<file path="config.mk">
export PLATFORM = sky130hd
export DESIGN_NAME = derivative_trend_detector_flat
export DESIGN_NICKNAME = d
export VERILOG_FILES = /design/src/sv/dtd_pkg.sv /design/src/sv/dtd_if.sv /design/src/sv/derivative_trend_detector.sv /design/src/sv/dtd_div.sv /design/src/sv/dtd_dp.sv /design/src/sv/dtd_ctrl.sv /design/src/flat_wrapper.sv
export SDC_FILE = /design/constraint.sdc
export NUM_CORES = 1
export LEC_CHECK = 0
export BUFFER_PORTS_ARGS = -buffer_cell sky130_fd_sc_hd__buf_2
export CORE_MARGIN = 2
export CORE_UTILIZATION = 35
export CTS_CLUSTER_DIAMETER = 200
export DETAILED_ROUTE_END_ITERATION = 8
export PLACE_DENSITY_LB_ADDON = 0.25
export SLEW_MARGIN = 40
export SYNTH_ARGS = -nofsm -noshare
export SYNTH_HDL_FRONTEND = slang
export SYNTH_SLANG_ARGS = --single-unit
</file>
<file path="constraint.sdc">
create_clock -name clk -period 18.34 [get_ports clk]
set_input_delay 1.834 -clock clk [delete_from_list [all_inputs] [get_ports clk]]
set_output_delay 1.834 -clock clk [all_outputs]
set_load 0.02 [all_outputs]
</file>
<file path="src/sv/dtd_pkg.sv">
// Package for the derivative trend detector: widths, codes and the
// command and status structs between controller and datapath. No dependencies.
package dtd_pkg;

  localparam int unsigned DataW   = 32;
  localparam int unsigned ThrW    = 31;
  localparam int unsigned DiffW   = DataW + 1;
  localparam int unsigned DivCntW = 6;
  localparam int unsigned AddrW   = 3;

  // Register index taken from paddr above the byte offset.
  localparam logic [AddrW-3:0] RegAccelThreshold = 1'd0;
  localparam logic [ThrW-1:0]  ThrReset          = ThrW'(655);

  // Input command codes.
  localparam logic CmdPush  = 1'b0;
  localparam logic CmdClear = 1'b1;

  localparam logic [DataW-1:0] IntMax = {1'b0, {(DataW-1){1'b1}}};
  localparam logic [DataW-1:0] IntMin = {1'b1, {(DataW-1){1'b0}}};

  typedef enum logic [1:0] {
    TrendWaiting = 2'd0,
    TrendAccel   = 2'd1,
    TrendPlateau = 2'd2,
    TrendRegress = 2'd3
  } trend_t;

  // Commands from the controller to the datapath.
  typedef struct packed {
    logic capture;
    logic clear_hist;
    logic div_start;
    logic div_sel_curv;
    logic take_rate;
    logic take_curv;
    logic emit;
    logic rate_ok;
    logic curv_ok;
  } dtd_cmd_t;

  // Status from the datapath to the controller.
  typedef struct packed {
    logic have_sample;
    logic have_rate;
    logic dt_pos;
    logic div_done;
  } dtd_status_t;

endpackage

</file>
<file path="src/sv/dtd_if.sv">
// Stream interfaces for the sample and result channels of the detector.
// Depends on dtd_pkg for the field widths.
interface dtd_sample_if
  import dtd_pkg::*;
();
  logic             valid;
  logic             ready;
  logic             cmd;
  logic [DataW-1:0] sample_time;
  logic [DataW-1:0] sample_value;

  modport source (output valid, cmd, sample_time, sample_value, input ready);
  modport sink   (input valid, cmd, sample_time, sample_value, output ready);
endinterface

interface dtd_result_if
  import dtd_pkg::*;
();
  logic             valid;
  logic             ready;
  logic [DataW-1:0] echo_time;
  logic [DataW-1:0] echo_value;
  logic [DataW-1:0] rate;
  logic [DataW-1:0] curvature;
  logic [1:0]       trend;
  logic             flagged;

  modport source (output valid, echo_time, echo_value, rate, curvature, trend, flagged,
                  input ready);
  modport sink   (input valid, echo_time, echo_value, rate, curvature, trend, flagged,
                  output ready);
endinterface

</file>
<file path="src/sv/derivative_trend_detector.sv">
// Derivative trend detector: estimates rate and curvature of a sampled signal.
// Depends on dtd_pkg, dtd_if, dtd_ctrl and dtd_dp.
//
// sample_ch carries transactions of cmd, sample_time and sample_value; cmd
// CmdClear forgets the history and yields no result, CmdPush yields exactly
// one transaction on result_ch. A transaction moves when valid and ready are
// both high at a rising edge of clk.
// One sample is processed at a time. A sample with no usable history or a
// non-positive time step goes from capture through the check state to the
// result register; one that forms only a rate adds one division, and one that
// forms rate and curvature adds two, the two 33-step divisions running in turn
// on the single bit-serial divider. A clear leaves the controller idle, ready
// for the next transaction.
// The result register parts the channels: the next sample is accepted while
// a result still waits, and a finished computation holds until the register
// frees when the receiver stalls.
// Reset (rst, synchronous) empties the result register, forgets the history
// and loads the curvature threshold with its default of 655. The threshold
// lies at APB byte address 0; pready is always high.
module derivative_trend_detector
  import dtd_pkg::*;
(
  input  logic               clk,
  input  logic               rst,
  dtd_sample_if.sink         sample_ch,
  dtd_result_if.source       result_ch,
  input  logic               psel,
  input  logic               penable,
  input  logic               pwrite,
  input  logic [AddrW-1:0]   paddr,
  input  logic [DataW-1:0]   pwdata,
  output logic [DataW-1:0]   prdata,
  output logic               pready
);

  dtd_cmd_t    cmd;
  dtd_status_t status;

  assign pready = 1'b1;

  dtd_ctrl u_ctrl (
    .clk       (clk),
    .rst       (rst),
    .in_valid  (sample_ch.valid),
    .in_cmd    (sample_ch.cmd),
    .in_ready  (sample_ch.ready),
    .out_valid (result_ch.valid),
    .out_ready (result_ch.ready),
    .status    (status),
    .cmd       (cmd)
  );

  dtd_dp u_dp (
    .clk          (clk),
    .rst          (rst),
    .cmd          (cmd),
    .status       (status),
    .sample_time  (sample_ch.sample_time),
    .sample_value (sample_ch.sample_value),
    .psel         (psel),
    .penable      (penable),
    .pwrite       (pwrite),
    .paddr        (paddr),
    .pwdata       (pwdata),
    .prdata       (prdata),
    .echo_time    (result_ch.echo_time),
    .echo_value   (result_ch.echo_value),
    .rate         (result_ch.rate),
    .curvature    (result_ch.curvature),
    .trend        (result_ch.trend),
    .flagged      (result_ch.flagged)
  );

endmodule

</file>
<file path="src/sv/dtd_div.sv">
// Bit-serial signed divider: 33-bit numerator over a positive 32-bit divisor,
// truncating toward zero and saturating to 32 bits. Depends on dtd_pkg.
module dtd_div
  import dtd_pkg::*;
(
  input  logic             clk,
  input  logic             rst,
  input  logic             start,
  input  logic [DiffW-1:0] num,
  input  logic [DataW-1:0] den,
  output logic             done,
  output logic [DataW-1:0] quot
);

  logic               busy;
  logic [DivCntW-1:0] count;
  logic [DataW-1:0]   divisor;
  logic [DataW-1:0]   rem;
  logic [DiffW-1:0]   quo;
  logic               neg;
  logic [DiffW-1:0]   num_mag;
  logic [DiffW-1:0]   rem_sh;
  logic [DiffW-1:0]   rem_sub;
  logic               fits;

  // The numerator is two's complement; divide its magnitude.
  assign num_mag = num[DiffW-1] ? (~num + DiffW'(1)) : num;

  // One restoring step per cycle.
  assign rem_sh  = {rem, quo[DiffW-1]};
  assign fits    = rem_sh >= {1'b0, divisor};
  assign rem_sub = rem_sh - {1'b0, divisor};

  // Step counter and completion pulse.
  always_ff @(posedge clk) begin
    if (rst) begin
      busy  <= 1'b0;
      done  <= 1'b0;
      count <= '0;
    end else begin
      done <= 1'b0;
      if (start) begin
        busy  <= 1'b1;
        count <= '0;
      end else if (busy) begin
        count <= count + DivCntW'(1);
        if (count == DivCntW'(DiffW - 1)) begin
          busy <= 1'b0;
          done <= 1'b1;
        end
      end
    end
  end

  // Remainder and quotient shift registers.
  always_ff @(posedge clk) begin
    if (start) begin
      divisor <= den;
      rem     <= '0;
      quo     <= num_mag;
      neg     <= num[DiffW-1];
    end else if (busy) begin
      rem <= fits ? rem_sub[DataW-1:0] : rem_sh[DataW-1:0];
      quo <= {quo[DiffW-2:0], fits};
    end
  end

  // Restore the sign and clamp to the 32-bit range.
  always_comb begin
    if (neg) begin
      if (quo[DiffW-1] || (quo[DataW-1] && |quo[DataW-2:0])) begin
        quot = IntMin;
      end else begin
        quot = ~quo[DataW-1:0] + DataW'(1);
      end
    end else begin
      if (|quo[DiffW-1:DataW-1]) begin
        quot = IntMax;
      end else begin
        quot = quo[DataW-1:0];
      end
    end
  end

endmodule

</file>
<file path="src/sv/dtd_dp.sv">
// Datapath of the detector: history, threshold register, divider and the
// result register. Depends on dtd_pkg and dtd_div.
module dtd_dp
  import dtd_pkg::*;
(
  input  logic               clk,
  input  logic               rst,
  input  dtd_cmd_t           cmd,
  output dtd_status_t        status,
  input  logic [DataW-1:0]   sample_time,
  input  logic [DataW-1:0]   sample_value,
  input  logic               psel,
  input  logic               penable,
  input  logic               pwrite,
  input  logic [AddrW-1:0]   paddr,
  input  logic [DataW-1:0]   pwdata,
  output logic [DataW-1:0]   prdata,
  output logic [DataW-1:0]   echo_time,
  output logic [DataW-1:0]   echo_value,
  output logic [DataW-1:0]   rate,
  output logic [DataW-1:0]   curvature,
  output logic [1:0]         trend,
  output logic               flagged
);

  logic [ThrW-1:0]  curv_limit;
  logic [DataW-1:0] last_time;
  logic [DataW-1:0] last_value;
  logic [DataW-1:0] last_rate;
  logic             have_last_sample;
  logic             have_last_rate;
  logic [DataW-1:0] cur_time;
  logic [DataW-1:0] cur_value;
  logic [DataW-1:0] rate_q;
  logic [DataW-1:0] curv_q;

  logic [DiffW-1:0] dt;
  logic [DiffW-1:0] diff_value;
  logic [DiffW-1:0] diff_rate;
  logic [DiffW-1:0] div_num;
  logic             div_done;
  logic [DataW-1:0] div_quot;
  logic             reg_hit;
  logic             above;
  logic             below;
  trend_t           trend_next;

  // Time step and differences, formed at 33 bits.
  assign dt         = {cur_time[DataW-1], cur_time} - {last_time[DataW-1], last_time};
  assign diff_value = {cur_value[DataW-1], cur_value} - {last_value[DataW-1], last_value};
  assign diff_rate  = {div_quot[DataW-1], div_quot} - {last_rate[DataW-1], last_rate};
  assign div_num    = cmd.div_sel_curv ? diff_rate : diff_value;

  assign status.have_sample = have_last_sample;
  assign status.have_rate   = have_last_rate;
  assign status.dt_pos      = !dt[DiffW-1] && (|dt[DataW-1:0]);
  assign status.div_done    = div_done;

  dtd_div u_div (
    .clk   (clk),
    .rst   (rst),
    .start (cmd.div_start),
    .num   (div_num),
    .den   (dt[DataW-1:0]),
    .done  (div_done),
    .quot  (div_quot)
  );

  // Configuration register access.
  assign reg_hit = paddr[AddrW-1:2] == RegAccelThreshold;
  assign prdata  = reg_hit ? {1'b0, curv_limit} : '0;

  // Threshold register and history flags.
  always_ff @(posedge clk) begin
    if (rst) begin
      curv_limit       <= ThrReset;
      have_last_sample <= 1'b0;
      have_last_rate   <= 1'b0;
    end else begin
      if (psel && penable && pwrite && reg_hit) begin
        curv_limit <= pwdata[ThrW-1:0];
      end
      if (cmd.clear_hist) begin
        have_last_sample <= 1'b0;
        have_last_rate   <= 1'b0;
      end else if (cmd.emit) begin
        have_last_sample <= 1'b1;
        if (cmd.rate_ok) begin
          have_last_rate <= 1'b1;
        end
      end
    end
  end

  // Classification of the curvature against the threshold.
  assign above = $signed(curv_q) > $signed({1'b0, curv_limit});
  assign below = $signed(curv_q) < -$signed({1'b0, curv_limit});

  always_comb begin
    if (!cmd.curv_ok) begin
      trend_next = TrendWaiting;
    end else if (above) begin
      trend_next = TrendAccel;
    end else if (below) begin
      trend_next = TrendRegress;
    end else begin
      trend_next = TrendPlateau;
    end
  end

  // Sample capture, quotients, history values and the result register.
  always_ff @(posedge clk) begin
    if (cmd.capture) begin
      cur_time  <= sample_time;
      cur_value <= sample_value;
    end
    if (cmd.take_rate) begin
      rate_q <= div_quot;
    end
    if (cmd.take_curv) begin
      curv_q <= div_quot;
    end
    if (cmd.emit) begin
      last_time  <= cur_time;
      last_value <= cur_value;
      if (cmd.rate_ok) begin
        last_rate <= rate_q;
      end
      echo_time  <= cur_time;
      echo_value <= cur_value;
      rate       <= cmd.rate_ok ? rate_q : '0;
      curvature  <= cmd.curv_ok ? curv_q : '0;
      trend      <= trend_next;
      flagged    <= cmd.curv_ok && (above || below);
    end
  end

endmodule

</file>
<file path="src/sv/dtd_ctrl.sv">
// Controller of the detector: sequences capture, the two divisions and the
// hand-over to the result register. Depends on dtd_pkg.
module dtd_ctrl
  import dtd_pkg::*;
(
  input  logic        clk,
  input  logic        rst,
  input  logic        in_valid,
  input  logic        in_cmd,
  output logic        in_ready,
  output logic        out_valid,
  input  logic        out_ready,
  input  dtd_status_t status,
  output dtd_cmd_t    cmd
);

  typedef enum logic [2:0] {
    S_IDLE,
    S_CHECK,
    S_DIV_RATE,
    S_DIV_CURV,
    S_EMIT
  } state_t;

  state_t state;
  state_t state_next;
  logic   rate_ok;
  logic   rate_ok_next;
  logic   curv_ok;
  logic   curv_ok_next;
  logic   out_free;

  assign in_ready = state == S_IDLE;
  assign out_free = !out_valid || out_ready;

  // Next state and datapath commands.
  always_comb begin
    state_next   = state;
    rate_ok_next = rate_ok;
    curv_ok_next = curv_ok;
    cmd          = '0;
    cmd.rate_ok  = rate_ok;
    cmd.curv_ok  = curv_ok;
    case (state)
      S_IDLE: begin
        if (in_valid) begin
          if (in_cmd == CmdClear) begin
            cmd.clear_hist = 1'b1;
          end else begin
            cmd.capture = 1'b1;
            state_next  = S_CHECK;
          end
        end
      end
      S_CHECK: begin
        rate_ok_next = 1'b0;
        curv_ok_next = 1'b0;
        if (status.have_sample && status.dt_pos) begin
          cmd.div_start = 1'b1;
          state_next    = S_DIV_RATE;
        end else begin
          state_next = S_EMIT;
        end
      end
      S_DIV_RATE: begin
        if (status.div_done) begin
          cmd.take_rate = 1'b1;
          rate_ok_next  = 1'b1;
          if (status.have_rate) begin
            cmd.div_start    = 1'b1;
            cmd.div_sel_curv = 1'b1;
            state_next       = S_DIV_CURV;
          end else begin
            state_next = S_EMIT;
          end
        end
      end
      S_DIV_CURV: begin
        if (status.div_done) begin
          cmd.take_curv = 1'b1;
          curv_ok_next  = 1'b1;
          state_next    = S_EMIT;
        end
      end
      S_EMIT: begin
        if (out_free) begin
          cmd.emit   = 1'b1;
          state_next = S_IDLE;
        end
      end
      default: begin
        state_next = S_IDLE;
      end
    endcase
  end

  // State, result flags and the output valid.
  always_ff @(posedge clk) begin
    if (rst) begin
      state     <= S_IDLE;
      rate_ok   <= 1'b0;
      curv_ok   <= 1'b0;
      out_valid <= 1'b0;
    end else begin
      state   <= state_next;
      rate_ok <= rate_ok_next;
      curv_ok <= curv_ok_next;
      if (cmd.emit) begin
        out_valid <= 1'b1;
      end else if (out_ready) begin
        out_valid <= 1'b0;
      end
    end
  end

endmodule

</file>
<file path="src/flat_wrapper.sv">
// flat-port wrapper written by rule: the top's interface ports become plain ports
module derivative_trend_detector_flat import dtd_pkg::*;
  (clk, rst, psel, penable, pwrite, paddr, pwdata, prdata, pready, sample_ch_valid, sample_ch_cmd, sample_ch_sample_time, sample_ch_sample_value, sample_ch_ready, result_ch_valid, result_ch_echo_time, result_ch_echo_value, result_ch_rate, result_ch_curvature, result_ch_trend, result_ch_flagged, result_ch_ready);
  dtd_sample_if sample_ch_i ();
  dtd_result_if result_ch_i ();
  input  logic clk;
  input  logic rst;
  input  logic psel;
  input  logic penable;
  input  logic pwrite;
  input  logic [AddrW-1:0] paddr;
  input  logic [DataW-1:0] pwdata;
  output logic [DataW-1:0] prdata;
  output logic pready;
  input wire logic [$bits(sample_ch_i.valid)-1:0] sample_ch_valid;
  input wire logic [$bits(sample_ch_i.cmd)-1:0] sample_ch_cmd;
  input wire logic [$bits(sample_ch_i.sample_time)-1:0] sample_ch_sample_time;
  input wire logic [$bits(sample_ch_i.sample_value)-1:0] sample_ch_sample_value;
  output wire logic [$bits(sample_ch_i.ready)-1:0] sample_ch_ready;
  output wire logic [$bits(result_ch_i.valid)-1:0] result_ch_valid;
  output wire logic [$bits(result_ch_i.echo_time)-1:0] result_ch_echo_time;
  output wire logic [$bits(result_ch_i.echo_value)-1:0] result_ch_echo_value;
  output wire logic [$bits(result_ch_i.rate)-1:0] result_ch_rate;
  output wire logic [$bits(result_ch_i.curvature)-1:0] result_ch_curvature;
  output wire logic [$bits(result_ch_i.trend)-1:0] result_ch_trend;
  output wire logic [$bits(result_ch_i.flagged)-1:0] result_ch_flagged;
  input wire logic [$bits(result_ch_i.ready)-1:0] result_ch_ready;
  assign sample_ch_i.valid = sample_ch_valid;
  assign sample_ch_i.cmd = sample_ch_cmd;
  assign sample_ch_i.sample_time = sample_ch_sample_time;
  assign sample_ch_i.sample_value = sample_ch_sample_value;
  assign sample_ch_ready = sample_ch_i.ready;
  assign result_ch_valid = result_ch_i.valid;
  assign result_ch_echo_time = result_ch_i.echo_time;
  assign result_ch_echo_value = result_ch_i.echo_value;
  assign result_ch_rate = result_ch_i.rate;
  assign result_ch_curvature = result_ch_i.curvature;
  assign result_ch_trend = result_ch_i.trend;
  assign result_ch_flagged = result_ch_i.flagged;
  assign result_ch_i.ready = result_ch_ready;
  derivative_trend_detector u_core (.clk(clk), .rst(rst), .sample_ch(sample_ch_i), .result_ch(result_ch_i), .psel(psel), .penable(penable), .pwrite(pwrite), .paddr(paddr), .pwdata(pwdata), .prdata(prdata), .pready(pready));
endmodule
</file>
After elaboration in Yosys (flattened, before gate mapping)
Cells that the tools add are included.

word-level totals
  latch bits = 0
  word-level logic and storage cells = 121
  memories kept = 0
  memory bits (read-only) = 0
  bits in writable memories = 0
  input port bits = 107
  output and inout bits = 166
  register bits after elaboration = 436

operators by class
  muxes and demuxes = 41
  bitwise logic cells = 5
  div/mod/pow operators = 0
  equality and inequality tests = 10
  shift operators = 0
  reductions and logical operators = 28
  $lt $le $gt $ge = 3
  add/sub/neg operators = 8
  $mul = 0

operator list
  kind                                                              number
  33-bit 2-to-1 mux                                                 4
  32-bit 2-to-1 mux                                                 4
  32-bit by 32-bit subtractor with 33-bit output                    3
  33-bit by 1-bit adder with 33-bit output (second input constant)  1
  33-bit by 32-bit greater-or-equal comparator with 1-bit output    1
  33-bit inverter                                                   1
  32-bit by 1-bit adder with 32-bit output (second input constant)  1
  32-bit greater-than comparator                                    1
  32-bit < comparator                                               1
  31-bit negation with 32-bit output                                1
  32-bit inverter                                                   1
  32-bit OR reduction                                               1
  32-bit subtractor                                                 1
  31-bit 2-to-1 mux                                                 1
  31-bit OR reduction                                               1
  3-bit 2-to-1 mux                                                  8
  1-bit 2-to-1 mux                                                  16
  3-bit one-hot mux with 5 select lines                             1
  2-bit != test (second input constant)                             5
  2-bit 2-to-1 mux                                                  4
  2-bit nonzero test                                                4
  2-bit OR reduction                                                4
  1-bit logical AND                                                 7
  6-bit by 1-bit adder with 6-bit output (second input constant)    1
  12 further kinds                                                  22

Logic depth before layout (Yosys ltp)
Gate-level depths: netlist of run 1.

  depth after elaboration = 11
  depth in mapped cells = 30
  depth with buffers taken out = 27

Hierarchy
From an unflattened synthesis of run 1, not the netlist that was laid out.

unflattened totals
  cell total of the unflattened synthesis = 2654
  area, all modules = 26225.2 µm²

modules (own cells, without submodules)
  module                     seq. area each (µm²)  instances  cells each  area each (µm²)
  dtd_dp                     9399.0                1          1676        18243.7
  dtd_div                    2782.7                1          928         7604.8
  dtd_ctrl                   120.1                 1          48          365.4
  derivative_trend_detector  0.0                   1          2           11.3

Worst setup path before layout of run 1
Ideal clock, no wire load.

  path type = input to register
  start point = input port sample_ch_cmd
  end point = register u_core.u_dp.cur_time[0] (enable)
  cell stages on the path = 2
  arrival time = 8.041 ns
  slack = 9.655 ns
  data required time = 17.696 ns
  path buffers = 0
  setup time = 0.644 ns
  path through = nand2b_1 nor4_1

RTL lines
  item                  line                text
  from (decl)           flat_wrapper.sv:16  input wire logic [$bits(sample_ch_i.cmd)-1:0] sample_ch_cmd;
  to (signal assigned)  dtd_dp.sv:114       cur_time <= sample_time;
  to (decl)             dtd_dp.sv:32        logic [DataW-1:0] cur_time;

Worst setup path in the final report of run 1
  start point = register u_core.u_dp.u_div.quo[0]
  end point = register u_core.u_dp.u_div.quo[31] (data pin)

between the ends
  cells in the longest elaborated chain, start to end = 11
  elaborated cells between the ends (all ways) = 14
  classes of those cells = add/sub (3); mux (6); bitwise (2); reduce/logical (3)

RTL lines
  item                                                                                              line           text
  from (decl)                                                                                       dtd_div.sv:19  logic [DiffW-1:0] quo;
  from (signal assigned)                                                                            dtd_div.sv:60  quo <= num_mag;
  from (signal assigned)                                                                            dtd_div.sv:64  quo <= {quo[DiffW-2:0], fits};
  parallel branches: the longest is 3 deep, another holds 32-bit by 1-bit adder with 32-bit output  -
  32-bit 2-to-1 mux (*)                                                                             dtd_div.sv:71  if (quo[DiffW-1] || (quo[DataW-1] && |quo[DataW-2:0])) begin
  32-bit 2-to-1 mux (*)                                                                             dtd_div.sv:70  if (neg) begin
  via u_core.u_dp.div_quot[18]                                                                      dtd_dp.sv:42   logic [DataW-1:0] div_quot;
  32-bit by 32-bit subtractor with 33-bit output (*)                                                dtd_dp.sv:51   assign diff_rate = {div_quot[DataW-1], div_quot} - {last_rate[DataW-1], last_rate};
  33-bit 2-to-1 mux (*)                                                                             dtd_dp.sv:52   assign div_num = cmd.div_sel_curv ? diff_rate : diff_value;
  33-bit inverter                                                                                   dtd_div.sv:27  assign num_mag = num[DiffW-1] ? (~num + DiffW'(1)) : num;
  33-bit by 1-bit adder with 33-bit output                                                          dtd_div.sv:27
  33-bit 2-to-1 mux (*)                                                                             dtd_div.sv:27
  33-bit 2-to-1 mux (*)                                                                             dtd_div.sv:57  if (start) begin

Mark *: on every way through the listed nets, which the timed path passes.
A chain may end at the register's enable or synchronous reset.

==> results of run 1 <==
## cell type report
cell class                      count  area (um^2)
Tap cell                          978         1220
Timing Repair Buffer              288         1550
Fill cell                        7346        44900
Multi-Input combinational cell   1875        13100
Inverter                          205          769
Sequential cell                   436        12300
Clock buffer                       71         1450
Clock inverter                     26          289
## state kept, by name (all words and copies together) (netlist names), 32 cells and up
| register | cells |
|---|---|
| u_core.u_dp.curvature | 32 |
| u_core.u_dp.u_div.quo | 33 |
| u_core.u_dp.cur_value | 32 |
| u_core.u_dp.curv_q | 32 |
| u_core.u_dp.last_rate | 32 |
| u_core.u_dp.u_div.rem | 32 |
| u_core.u_dp.cur_time | 32 |
| u_core.u_dp.rate | 32 |
| u_core.u_dp.u_div.divisor | 32 |
| u_core.u_dp.last_time | 32 |
| u_core.u_dp.last_value | 32 |
| u_core.u_dp.rate_q | 32 |
## cell usage after synthesis (7+ instances only)
| cell type | n | area share, % |
|---|---|---|
| nor2_1 | 177 | 2.5 |
| inv_1 | 202 | 2.9 |
| a311oi_2 | 22 | 1.2 |
| nand2_1 | 232 | 3.3 |
| mux2i_1 | 26 | 0.98 |
| o311ai_0 | 14 | 0.46 |
| a211o_1 | 14 | 0.46 |
| a211oi_1 | 19 | 0.54 |
| o21a_1 | 43 | 1.2 |
| or2_2 | 9 | 0.21 |
| nand4_1 | 49 | 1.2 |
| nor3_2 | 7 | 0.26 |
| o211a_1 | 15 | 0.56 |
| xnor2_1 | 98 | 3.2 |
| o31ai_1 | 13 | 0.37 |
| nand3_1 | 38 | 0.72 |
| edfxtp_1 | 357 | 40 |
| ha_1 | 195 | 9.2 |
| a21boi_0 | 12 | 0.34 |
| a31oi_1 | 30 | 0.71 |
| nand2b_1 | 27 | 0.64 |
| and4_1 | 7 | 0.23 |
| clkbuf_1 | 79 | 1.1 |
| o21ai_0 | 140 | 2.6 |
| dfxtp_1 | 79 | 5.9 |
| and3_1 | 11 | 0.26 |
| nor3b_1 | 7 | 0.20 |
| nor2b_1 | 31 | 0.73 |
| xor2_1 | 53 | 1.7 |
| or3_1 | 24 | 0.56 |
| nor4_1 | 21 | 0.49 |
| or4_1 | 8 | 0.23 |
| a21oi_1 | 190 | 3.6 |
| o211ai_1 | 26 | 0.73 |
| nor3_1 | 53 | 1.0 |
| mux2_4 | 29 | 1.6 |
| o21bai_1 | 13 | 0.37 |
| and2_1 | 76 | 1.8 |
| a21o_1 | 55 | 1.6 |
## worst min path at each step
stage | startpoint | endpoint | slack, ns | depth (start not counted)
after floorplan | u_core.u_dp.rate_q[0] | u_core.u_dp.last_rate[0] | 0.42 | 0
after global placement | u_core.u_dp.rate_q[19] | u_core.u_dp.last_rate[19] | 0.43 | 0
after detailed placement | u_core.u_dp.rate_q[28] | u_core.u_dp.last_rate[28] | 0.43 | 0
after CTS | u_core.u_dp.rate_q[30] | u_core.u_dp.last_rate[30] | 0.43 | 0
after global routing | u_core.u_dp.rate_q[30] | u_core.u_dp.last_rate[30] | 0.43 | 0
final | u_core.u_dp.rate_q[30] | u_core.u_dp.last_rate[30] | 0.43 | 0
## per-stage QoR
step           utilization, %  instance area [um^2]  hold slack (ns)  power, mW
5_1_grt                  40.6                 30700            0.431       2.51
4_1_cts                  40.6                 30700            0.430       2.43
3_3_place_gp             38.2                 28900            0.429       1.38
3_5_place_dp             38.3                 28900            0.427       1.39
2_1_floorplan               -                 26600            0.418       1.31
6_report                 40.6                 30700            0.434       2.41
## power by group through the flow
stage / registers, mW / clock network [mW] / logic (mW)
2_1_floorplan: 1.13 / 0 / 0.187
3_3_place_gp: 1.13 / 0 / 0.253
3_5_place_dp: 1.13 / 0 / 0.260
4_1_cts: 1.11 / 1.07 / 0.261
5_1_grt: 1.11 / 1.11 / 0.292
6_report: 1.11 / 1.04 / 0.261
## cell families after synthesis
group           Yosys count  share of synthesized area (%)
buf+inv                 302                           4.69
compound gates          666                           16.8
fa+ha+maj               199                           9.47
mux                      57                           2.70
other cells               2                         0.0282
flops                   436                           46.3
xor+xnor                151                           4.97
simple gates            800                           15.1
## metal layers
layer / up-vias / GRT usage (%) / wire length [um]
met5: - / 0 / 13
met4: 2 / 4.00 / 1290
met3: 82 / 2.41 / 3570
met2: 547 / 27.0 / 30300
met1: 9646 / 26.1 / 35300
li1: 10100 / - / -
## critical path: cells and delay by family, from the launching register on
kind                     cells  cell delay (ns)
AO/OA/AOI/OAI                9             3.54
AND/OR/NAND/NOR             10             3.48
adder cells (fa/ha/maj)      2             0.62
multiplexers                 2             0.47
flip-flops                   1             0.43
XOR/XNOR                     1             0.19
buffers and inverters        1             0.11
==> metrics.txt, run 1 <==
Final Skew 0.0282 ns; worst-case reg-to-reg path depth 25; Syn Area/Cell 10.2 um^2; Tcrit/Tclk final 49.8%; Max-cap violations 0; # IOs 273; P per Cell Area 78.4 mW/mm^2; syn_nets 2919; GRT Util Overall 17.6%; Sw Pwr 0.599 mW; maximum number of pins on one net before global-route repair 75; DRT iter0 DRCs 1518; clk sinks 436; Critical Path Fanout Max 13; first-pass GRT wire length 110000 um; CORE AREA 0.0756 mm^2; setup slack, reg-to-reg 9.21 ns; Worst-path clk slew 0.06 ns; Post-synth EDFFs 357; Num CTS Buffers 53; die width 280 um; fraction of layout cells with a size suffix above 1 16.4%; Worst VDD drop 0.0000853 V; Vias per Instance 5.24; setup bufs post-CTS 0; Seq/Total Area, Yosys 46.3%; origin of the worst setup path u_core.u_dp.u_div.quo[0]; status finished clean; Starting Density 35.2%; final hold viol count 0; CTS tree done; GP Congestion 0.860; Routed WL 70500 um; Slew headroom 44.2%; PnR worst setup slack 9.21 ns; final setup fails 0; Tmin final 9.13 ns; Cell Rows 101; Main synth FF type edfxtp_1; ANT cells 0; residual DRC count 0; RSZ-0062 raised after global routing false; vias 20300; max incr delay on CP 0.78 ns; drt wl/cell 18.2 um; FF-to-FF End u_core.u_dp.u_div.quo[31]; Pleak 12.2 nW; clock latency on the worst-skew pair 0.62 ns; Fmax achieved 0.109 GHz; Crit Reg-Reg Startpoint u_core.u_dp.u_div.quo[0]; Hold WC Path Type reg -> reg; Worst Setup End Kind flip-flop; cts hold-fix bufs 0; Setup crit start kind flip-flop; Reg power frac 45.9%; Die Footprint 0.0782 mm^2; Clk pwr share 43.2%; Crit path required time 18.70 ns; Post-Synthesis Cells 2613; quantity of I/O buffers inserted on ports 267; Worst Tran Pin Value 0.827 ns; Comb power frac 10.9%; GRT Residual Overflow 0; drt first pass iters 5; setup_tns 0 ns; pre-CTS setup slack 8.95 ns; initial antenna violation count 1; most common library cell in the layout ignoring fill and taps edfxtp_1; placed cell count 3782; H-tree levels 2; Worst EP arrival 9.49 ns; clock tree buffer depth 3; clk root buf clkbuf_16; Int Pwr 1.81 mW; Critical Path End u_core.u_dp.u_div.quo[31]; Net Sw Frac 24.9%; Slew Viols, Final 0; Layout area overhead 15.4%; Final nets 3165; Async SR Flop Fraction 0%; kind of critical path reg -> reg; Yosys cell types 87; Yosys Warn Count 0; mapped cell area 0.0266 mm^2; post-CTS sizing 0; number of synthesized register bits 436; most frequent cells in the layout 357 x edfxtp_1, 266 x buf_2, 232 x nand2_1; antenna-violating nets left 0; final cell count without fillers 3879; Die H 280 um; Slowest cell on crit path o311ai_1; hpwl dp 53700 um; vias in the first global route 19600
(Power assumes the default switching activity.)
==> inputs of run 2 (changes only) <==
--- a/config.mk
+++ b/config.mk
@@ -5,6 +5,7 @@
 export SDC_FILE = /design/constraint.sdc
 export NUM_CORES = 1
 export LEC_CHECK = 0
+export ABC_AREA = 1
 export BUFFER_PORTS_ARGS = -buffer_cell sky130_fd_sc_hd__buf_2
 export CORE_MARGIN = 2
 export CORE_UTILIZATION = 35
==> constraint.sdc (replaced) <==
create_clock -name clk -period 8.4 [get_ports clk]
set_input_delay 0.84 -clock clk [delete_from_list [all_inputs] [get_ports clk]]
set_output_delay 0.84 -clock clk [all_outputs]
set_load 0.02 [all_outputs]
==> run 2 against run 1 <==
- final cell count rose by 36%
- largest power group unchanged
- critical path depth rose by 4
- clock power rose by 120%
- critical endpoint is now u_core.u_dp.u_div.quo[14]
- area after synthesis rose by 11%
- sequential cell count did not move
- count of clock-buffer cells in the layout rose by 8
- core utilization fell by 0.14 points
==> metrics.txt, run 2 <==
status finished clean; syn_nets 4143 (+42%); Worst-path clk slew 0.06 ns (about the same); H-tree levels 2 (unchanged); quantity of I/O buffers inserted on ports 267 (unchanged); clk root buf clkbuf_16; fraction of layout cells with a size suffix above 1 12.9% (-3.5 points); RSZ-0062 raised after global routing false; Num CTS Buffers 53 (unchanged); Max-cap violations 0 (unchanged); DRT iter0 DRCs 1276 (-16%); Worst Setup End Kind flip-flop; Die Footprint 0.0870 mm^2 (+11%); Worst Tran Pin Value 0.824 ns (-0.00210 ns); Final Skew 0.0384 ns (+0.0102 ns); Cell Rows 106 (+5.0%); Post-Synthesis Cells 3837 (+47%); Critical Path Fanout Max 33 (+20); Main synth FF type edfxtp_1; Worst VDD drop 0.000157 V (+84%); Crit path required time 8.74 ns (-9.96 ns); Slew Viols, Final 0 (unchanged); vias in the first global route 23900 (+22%); Routed WL 82000 um (+16%); GP Congestion 0.929 (+8.0%); PnR worst setup slack 2.16 ns (-7.04 ns); Yosys Warn Count 0 (unchanged); pre-CTS setup slack 2.19 ns (-6.76 ns); Hold WC Path Type in -> reg; GRT Util Overall 18.7% (+1.2 points); cts hold-fix bufs 0 (unchanged); kind of critical path reg -> reg; number of synthesized register bits 436 (unchanged); mapped cell area 0.0296 mm^2 (+11%); most common cell in the netlist nand2_1; clk sinks 436 (unchanged); Die H 295 um (+5.5%); Slowest cell on crit path a221oi_1; Vias per Instance 4.68 (-11%); Min Hold Slack 0.374 ns (-0.0606 ns); Tcrit/Tclk final 74.3% (+24 points); Final nets 4418 (+40%); Yosys cell types 62 (-29%); Tmin final 6.24 ns (-2.90 ns); Post-synth top cells 1097 x nand2_1, 725 x inv_1, 357 x edfxtp_1, 293 x nor2_1, 242 x nand3_1; CORE AREA 0.0837 mm^2 (+11%); GRT Residual Overflow 0 (unchanged); Setup crit start kind flip-flop; P per Cell Area 166 mW/mm^2 (+110%); maximum number of pins on one net before global-route repair 62 (-17%); most frequent cells in the layout 1097 x nand2_1, 725 x inv_1, 357 x edfxtp_1; residual DRC count 0 (unchanged); post-synth top area cell edfxtp_1; Fmax achieved 0.160 GHz (+46%); initial antenna violation count 2 (+1); clock latency on the worst-skew pair 0.64 ns (+0.02 ns); Pleak 16.5 nW (+35%); Async SR Flop Fraction 0% (unchanged); antenna-violating nets left 0 (unchanged); Worst EP arrival 6.58 ns (-2.91 ns); max FFs per register 33 (unchanged); hpwl dp 65400 um (+22%); Seq/Total Area, Yosys 41.5% (-4.7 points); first-pass GRT wire length 128000 um (+16%); most common library cell in the layout ignoring fill and taps nand2_1; Starting Density 35.4% (+0.20 points); Synth area leaders edfxtp_1 36%, nand2_1 14%, inv_1 9.2%, ha_1 8.2%, dfxtp_1 5.3%; post-CTS sizing 0 (unchanged); cell mode on critical path nand2_1; Post-synth EDFFs 357 (unchanged); final hold viol count 0 (unchanged); setup_tns 0 ns (unchanged); clock tree buffer depth 3 (unchanged); Slew headroom 45.0% (+0.84 points); # IOs 273 (unchanged); Largest Register u_core.u_dp.u_div.quo; vias 24800 (+22%); drt first pass iters 5 (unchanged); share of the synthesized area in the top cell type 36.2% (-4.1 points); final setup fails 0 (unchanged); ANT cells 0 (unchanged); die width 295 um (+5.5%); CTS tree done; worst path bufs/invs 2 (+1); drt wl/cell 15.5 um (-15%); Syn Area/Cell 7.72 um^2 (-24%); crit-path leading delay family simple AND/OR/NAND/NOR gates; max incr delay on CP 0.68 ns (-0.10 ns); Layout area overhead 14.4%; setup bufs post-CTS 0 (unchanged)
run 2: layout make-up:
class                           instances  area [um^2]
Clock buffer                           79         1450
Clock inverter                         21          265
Fill cell                            8741        49800
Inverter                              742         2790
Multi-Input combinational cell       2594        14200
Sequential cell                       436        12300
Tap cell                             1134         1420
Timing Repair Buffer                  285         1480
run 2: path summary, 6_finish.rpt:
kind,depth (start not counted),slack [ns],startpoint,end
setup / recovery,29,2.16,u_core.u_dp.u_div.quo[0],u_core.u_dp.u_div.quo[14]
hold / removal,1,0.37,sample_ch_sample_time[19],u_core.u_dp.cur_time[19]
setup reg to reg,29,2.16,u_core.u_dp.u_div.quo[0],u_core.u_dp.u_div.quo[14]
hold reg to reg,0,0.44,u_core.u_dp.cur_time[0],u_core.u_dp.last_time[0]
run 2: cells by family (layout without fill, tap and decap cells):
family                     count (synthesis)  in the layout  share of synthesized area [%]
buffers and inverters                    807           1127                           10.7
DFF                                      436            436                           41.5
AOI/OAI and AO/OA                        441            441                           9.29
other                                      2              2                         0.0254
adders and majority gates                199            199                           8.51
xor gates and xnor gates                  99             99                           2.93
and+or+nand+nor                         1853           1853                           27.0
run 2: power by group:
group          leakage (nW)  switching (mW)  internal, mW
clock network         0.828           0.938          1.35
registers              3.89          0.0406          2.42
logic                  11.7           0.589         0.276
run 2: metal layers:
metal | track usage, % | vias up | part of all wire [%]
met5 | 0 | - | 0.026
met4 | 4.80 | 4 | 2.3
met3 | 3.07 | 107 | 5.4
met2 | 31.9 | 509 | 46
met1 | 24.7 | 11200 | 46
li1 | - | 13000 | -
run 2: worst reg2reg max path: cells and delay by family, from the launching register on:
| family | cells | cell delay [ns] |
|---|---|---|
| buffers and inverters | 2 | 0.69 |
| XOR/XNOR | 1 | 0.22 |
| adder cells (fa/ha/maj) | 2 | 0.65 |
| AND/OR/NAND/NOR | 20 | 2.74 |
| flip-flops | 1 | 0.40 |
| AO/OA/AOI/OAI | 4 | 1.28 |
run 2: stage by stage:
| stage | std cells | cell area (um^2) | utilization (%) | power (mW) |
|---|---|---|---|---|
| floorplan | 3837 | 29600 | - | 3.14 |
| global placement | 5191 | 32200 | 38.4 | 3.37 |
| detailed placement | 5191 | 32200 | 38.4 | 3.38 |
| CTS | 5291 | 33900 | 40.5 | 5.72 |
| global route | 5291 | 33900 | 40.5 | 5.91 |
| finish | 5291 | 33900 | 40.5 | 5.62 |
==> inputs of run 3 (changes only) <==
--- a/config.mk
+++ b/config.mk
@@ -5,7 +5,7 @@
 export SDC_FILE = /design/constraint.sdc
 export NUM_CORES = 1
 export LEC_CHECK = 0
-export ABC_AREA = 1
+export ABC_AREA = 0
 export BUFFER_PORTS_ARGS = -buffer_cell sky130_fd_sc_hd__buf_2
 export CORE_MARGIN = 2
 export CORE_UTILIZATION = 35
==> constraint.sdc (replaced) <==
create_clock -name clk -period 6 [get_ports clk]
set_input_delay 0.6 -clock clk [delete_from_list [all_inputs] [get_ports clk]]
set_output_delay 0.6 -clock clk [all_outputs]
set_load 0.02 [all_outputs]
==> run 3 against run 2 <==
- the flow now finishes with violations (setup timing)
- hold slack got worse by 0.20 ns
- highest routed layer is now met4
- sequential cell count did not move
- fmax shrank 9.7%
- core utilization rose by 4.9 points
==> metrics.txt, run 3 (synthesized netlist as in run 1, its figures left out) <==
Final Skew 0.0193 ns (-0.0191 ns); antenna-violating nets left 0 (unchanged); P per Cell Area 222 mW/mm^2 (+34%); cts hold-fix bufs 0 (unchanged); drt first pass iters 7 (+2); Num CTS Buffers 52 (-1.9%); setup slack, reg-to-reg -0.91 ns (-3.07 ns); quantity of I/O buffers inserted on ports 267 (unchanged); final setup fails 33 (+33); Final nets 3481 (-21%); Crit path required time 6.34 ns (-2.40 ns); Crit Reg-Reg Startpoint u_core.u_dp.u_div.quo[0]; hold path depth 1 (unchanged); vias 21900 (-12%); worst-case reg-to-reg path depth 28 (-3.4%); Worst VDD drop 0.000218 V (+39%); Hold EP u_core.u_dp.cur_time[8]; Slew headroom 49.2% (+4.2 points); GP Congestion 0.910 (-2.1%); clock tree buffer depth 3 (unchanged); Max-cap violations 0 (unchanged); worst hold path startpoint sample_ch_sample_time[8]; pre-CTS setup slack -1.52 ns (-3.71 ns); Layout area overhead 29.1%; maximum number of pins on one net before global-route repair 99 (+60%); PnR worst setup slack -0.907 ns (-3.07 ns); drt wl/cell 18.5 um (+20%); GRT Residual Overflow 0 (unchanged); CORE AREA 0.0756 mm^2 (-9.7%); Die Footprint 0.0782 mm^2 (-10%); Util after Layout 45.4% (+4.9 points); H-tree levels 2 (unchanged); Slowest cell on crit path edfxtp_1; Worst EP arrival 7.24 ns (+0.66 ns); Vias per Instance 5.21 (+11%); Tcrit/Tclk final 115% (+41 points); Critical Path Fanout Max 6 (-82%); Starting Density 35.2% (-0.20 points); Setup crit start kind flip-flop; fraction of layout cells with a size suffix above 1 28.7% (+16 points); cell mode on critical path or3_4; Die H 280 um (-5.2%); vias in the first global route 21600 (-10%); DRT iter0 DRCs 1485 (+16%); CTS tree done; residual DRC count 0 (unchanged); die width 280 um (-5.2%); failing checks setup timing; Largest Register u_core.u_dp.u_div.quo; final hold viol count 0 (unchanged); RSZ-0062 raised after global routing true; Slew Viols, Final 0 (unchanged); Cell Rows 101 (-4.7%); Worst Setup End Kind flip-flop; status complete, but fails checks; first-pass GRT wire length 121000 um (-5.8%); # IOs 273 (unchanged); hpwl dp 58100 um (-11%); Routed WL 77800 um (-5.1%); max FFs per register 33 (unchanged); clk root buf clkbuf_16; FF-to-FF End u_core.u_dp.u_div.quo[31]; GRT Util Overall 19.4% (+0.64 points); clock latency on the worst-skew pair 0.60 ns (-0.04 ns); worst path bufs/invs 2 (unchanged); Fmax achieved 0.145 GHz (-9.7%); clk sinks 436 (unchanged); Worst-path clk slew 0.06 ns (about the same); Tmin final 6.91 ns (+0.669 ns); kind of critical path reg -> reg; initial antenna violation count 0 (-2); Hold WC Path Type in -> reg; number of fill cells 7117 (-19%); Pleak 14.0 nW (-15%); most common library cell in the layout ignoring fill and taps edfxtp_1; Worst Tran Pin Value 0.754 ns (-0.0704 ns); crit-path leading delay family simple AND/OR/NAND/NOR gates; max incr delay on CP 0.40 ns (-0.28 ns); most frequent cells in the layout 357 x edfxtp_1, 306 x buf_4, 266 x buf_2
==> run 3: cell types whose count changed in the layout (fill, tap and decap cells not counted), moves of 27 or more <==
cell / delta
o21a_1: +40
buf_4: +290
xor2_1: -28
nor2_1: -122
a21o_1: +45
inv_1: -526
xnor2_1: +71
and2_1: +66
nand3_1: -209
nor2b_1: +31
nand2b_1: +27
mux2_4: +29
nand2_1: -873
==> run 3: stage by stage <==
step,instances,hold WS [ns],setup TNS [ns],area [um^2],total power [mW]
2_1_floorplan,2613,0.418,-21.77,26700,4.02
3_3_place_gp,4025,0.427,-39.97,30900,4.26
3_5_place_dp,4027,0.425,-44.24,30900,4.28
4_1_cts,4179,0.130,-25.92,33700,7.69
5_1_grt,4193,0.137,-33.49,34300,7.94
6_report,4195,0.174,-22.41,34300,7.63
==> run 3: worst max path at each step <==
stage | to | slack [ns] | cells past startpoint | from
finish | u_core.u_dp.u_div.quo[31] | -0.91 | 28 | u_core.u_dp.u_div.quo[0]
global route | u_core.u_dp.u_div.quo[31] | -1.23 | 30 | u_core.u_dp.u_div.quo[1]
CTS | u_core.u_dp.u_div.quo[31] | -0.90 | 29 | u_core.u_dp.u_div.quo[0]
detailed placement | u_core.u_dp.u_div.quo[32] | -1.52 | 30 | u_core.u_dp.u_div.quo[0]
global placement | u_core.u_dp.u_div.quo[32] | -1.42 | 29 | u_core.u_dp.u_div.quo[0]
floorplan | u_core.u_dp.u_div.quo[31] | -0.86 | 29 | u_core.u_dp.u_div.quo[0]
==> run 3: area by class of cell <==
type	instances	area (um^2)	share of cell area, %
inverters	205	772	2.25
clock inverters	31	439	1.28
well taps	978	1220	3.56
diodes	2	5.00	0.0146
flip-flops and latches	436	12300	35.8
clock buffers	63	1360	3.97
repair buffers	604	4080	11.9
multi-input cells	1876	14200	41.2
==> run 3: power by group <==
part	switching, mW	internal, mW	total (mW)
clock network	1.29	2.05	3.34
registers	0.0506	3.33	3.38
logic	0.523	0.391	0.915
==> run 3: what timing repair did <==
item / CTS / global route
buffers inserted: 53 / 32
gates resized for setup: 139 / 96
pin swaps: 25 / 45
endpoints found under the hold margin: 0 / 0
cloned: 5 / 0
setup endpoints to repair: 33 / 35
==> run 3: routing by layer <==
layer	track usage, %	vias to the layer above	part of all wire [%]
met4	5.44	0	2.5
met5	0	-	0
li1	-	10700	-
met2	30.2	584	44
met1	28.2	10500	49
met3	2.39	115	4.8
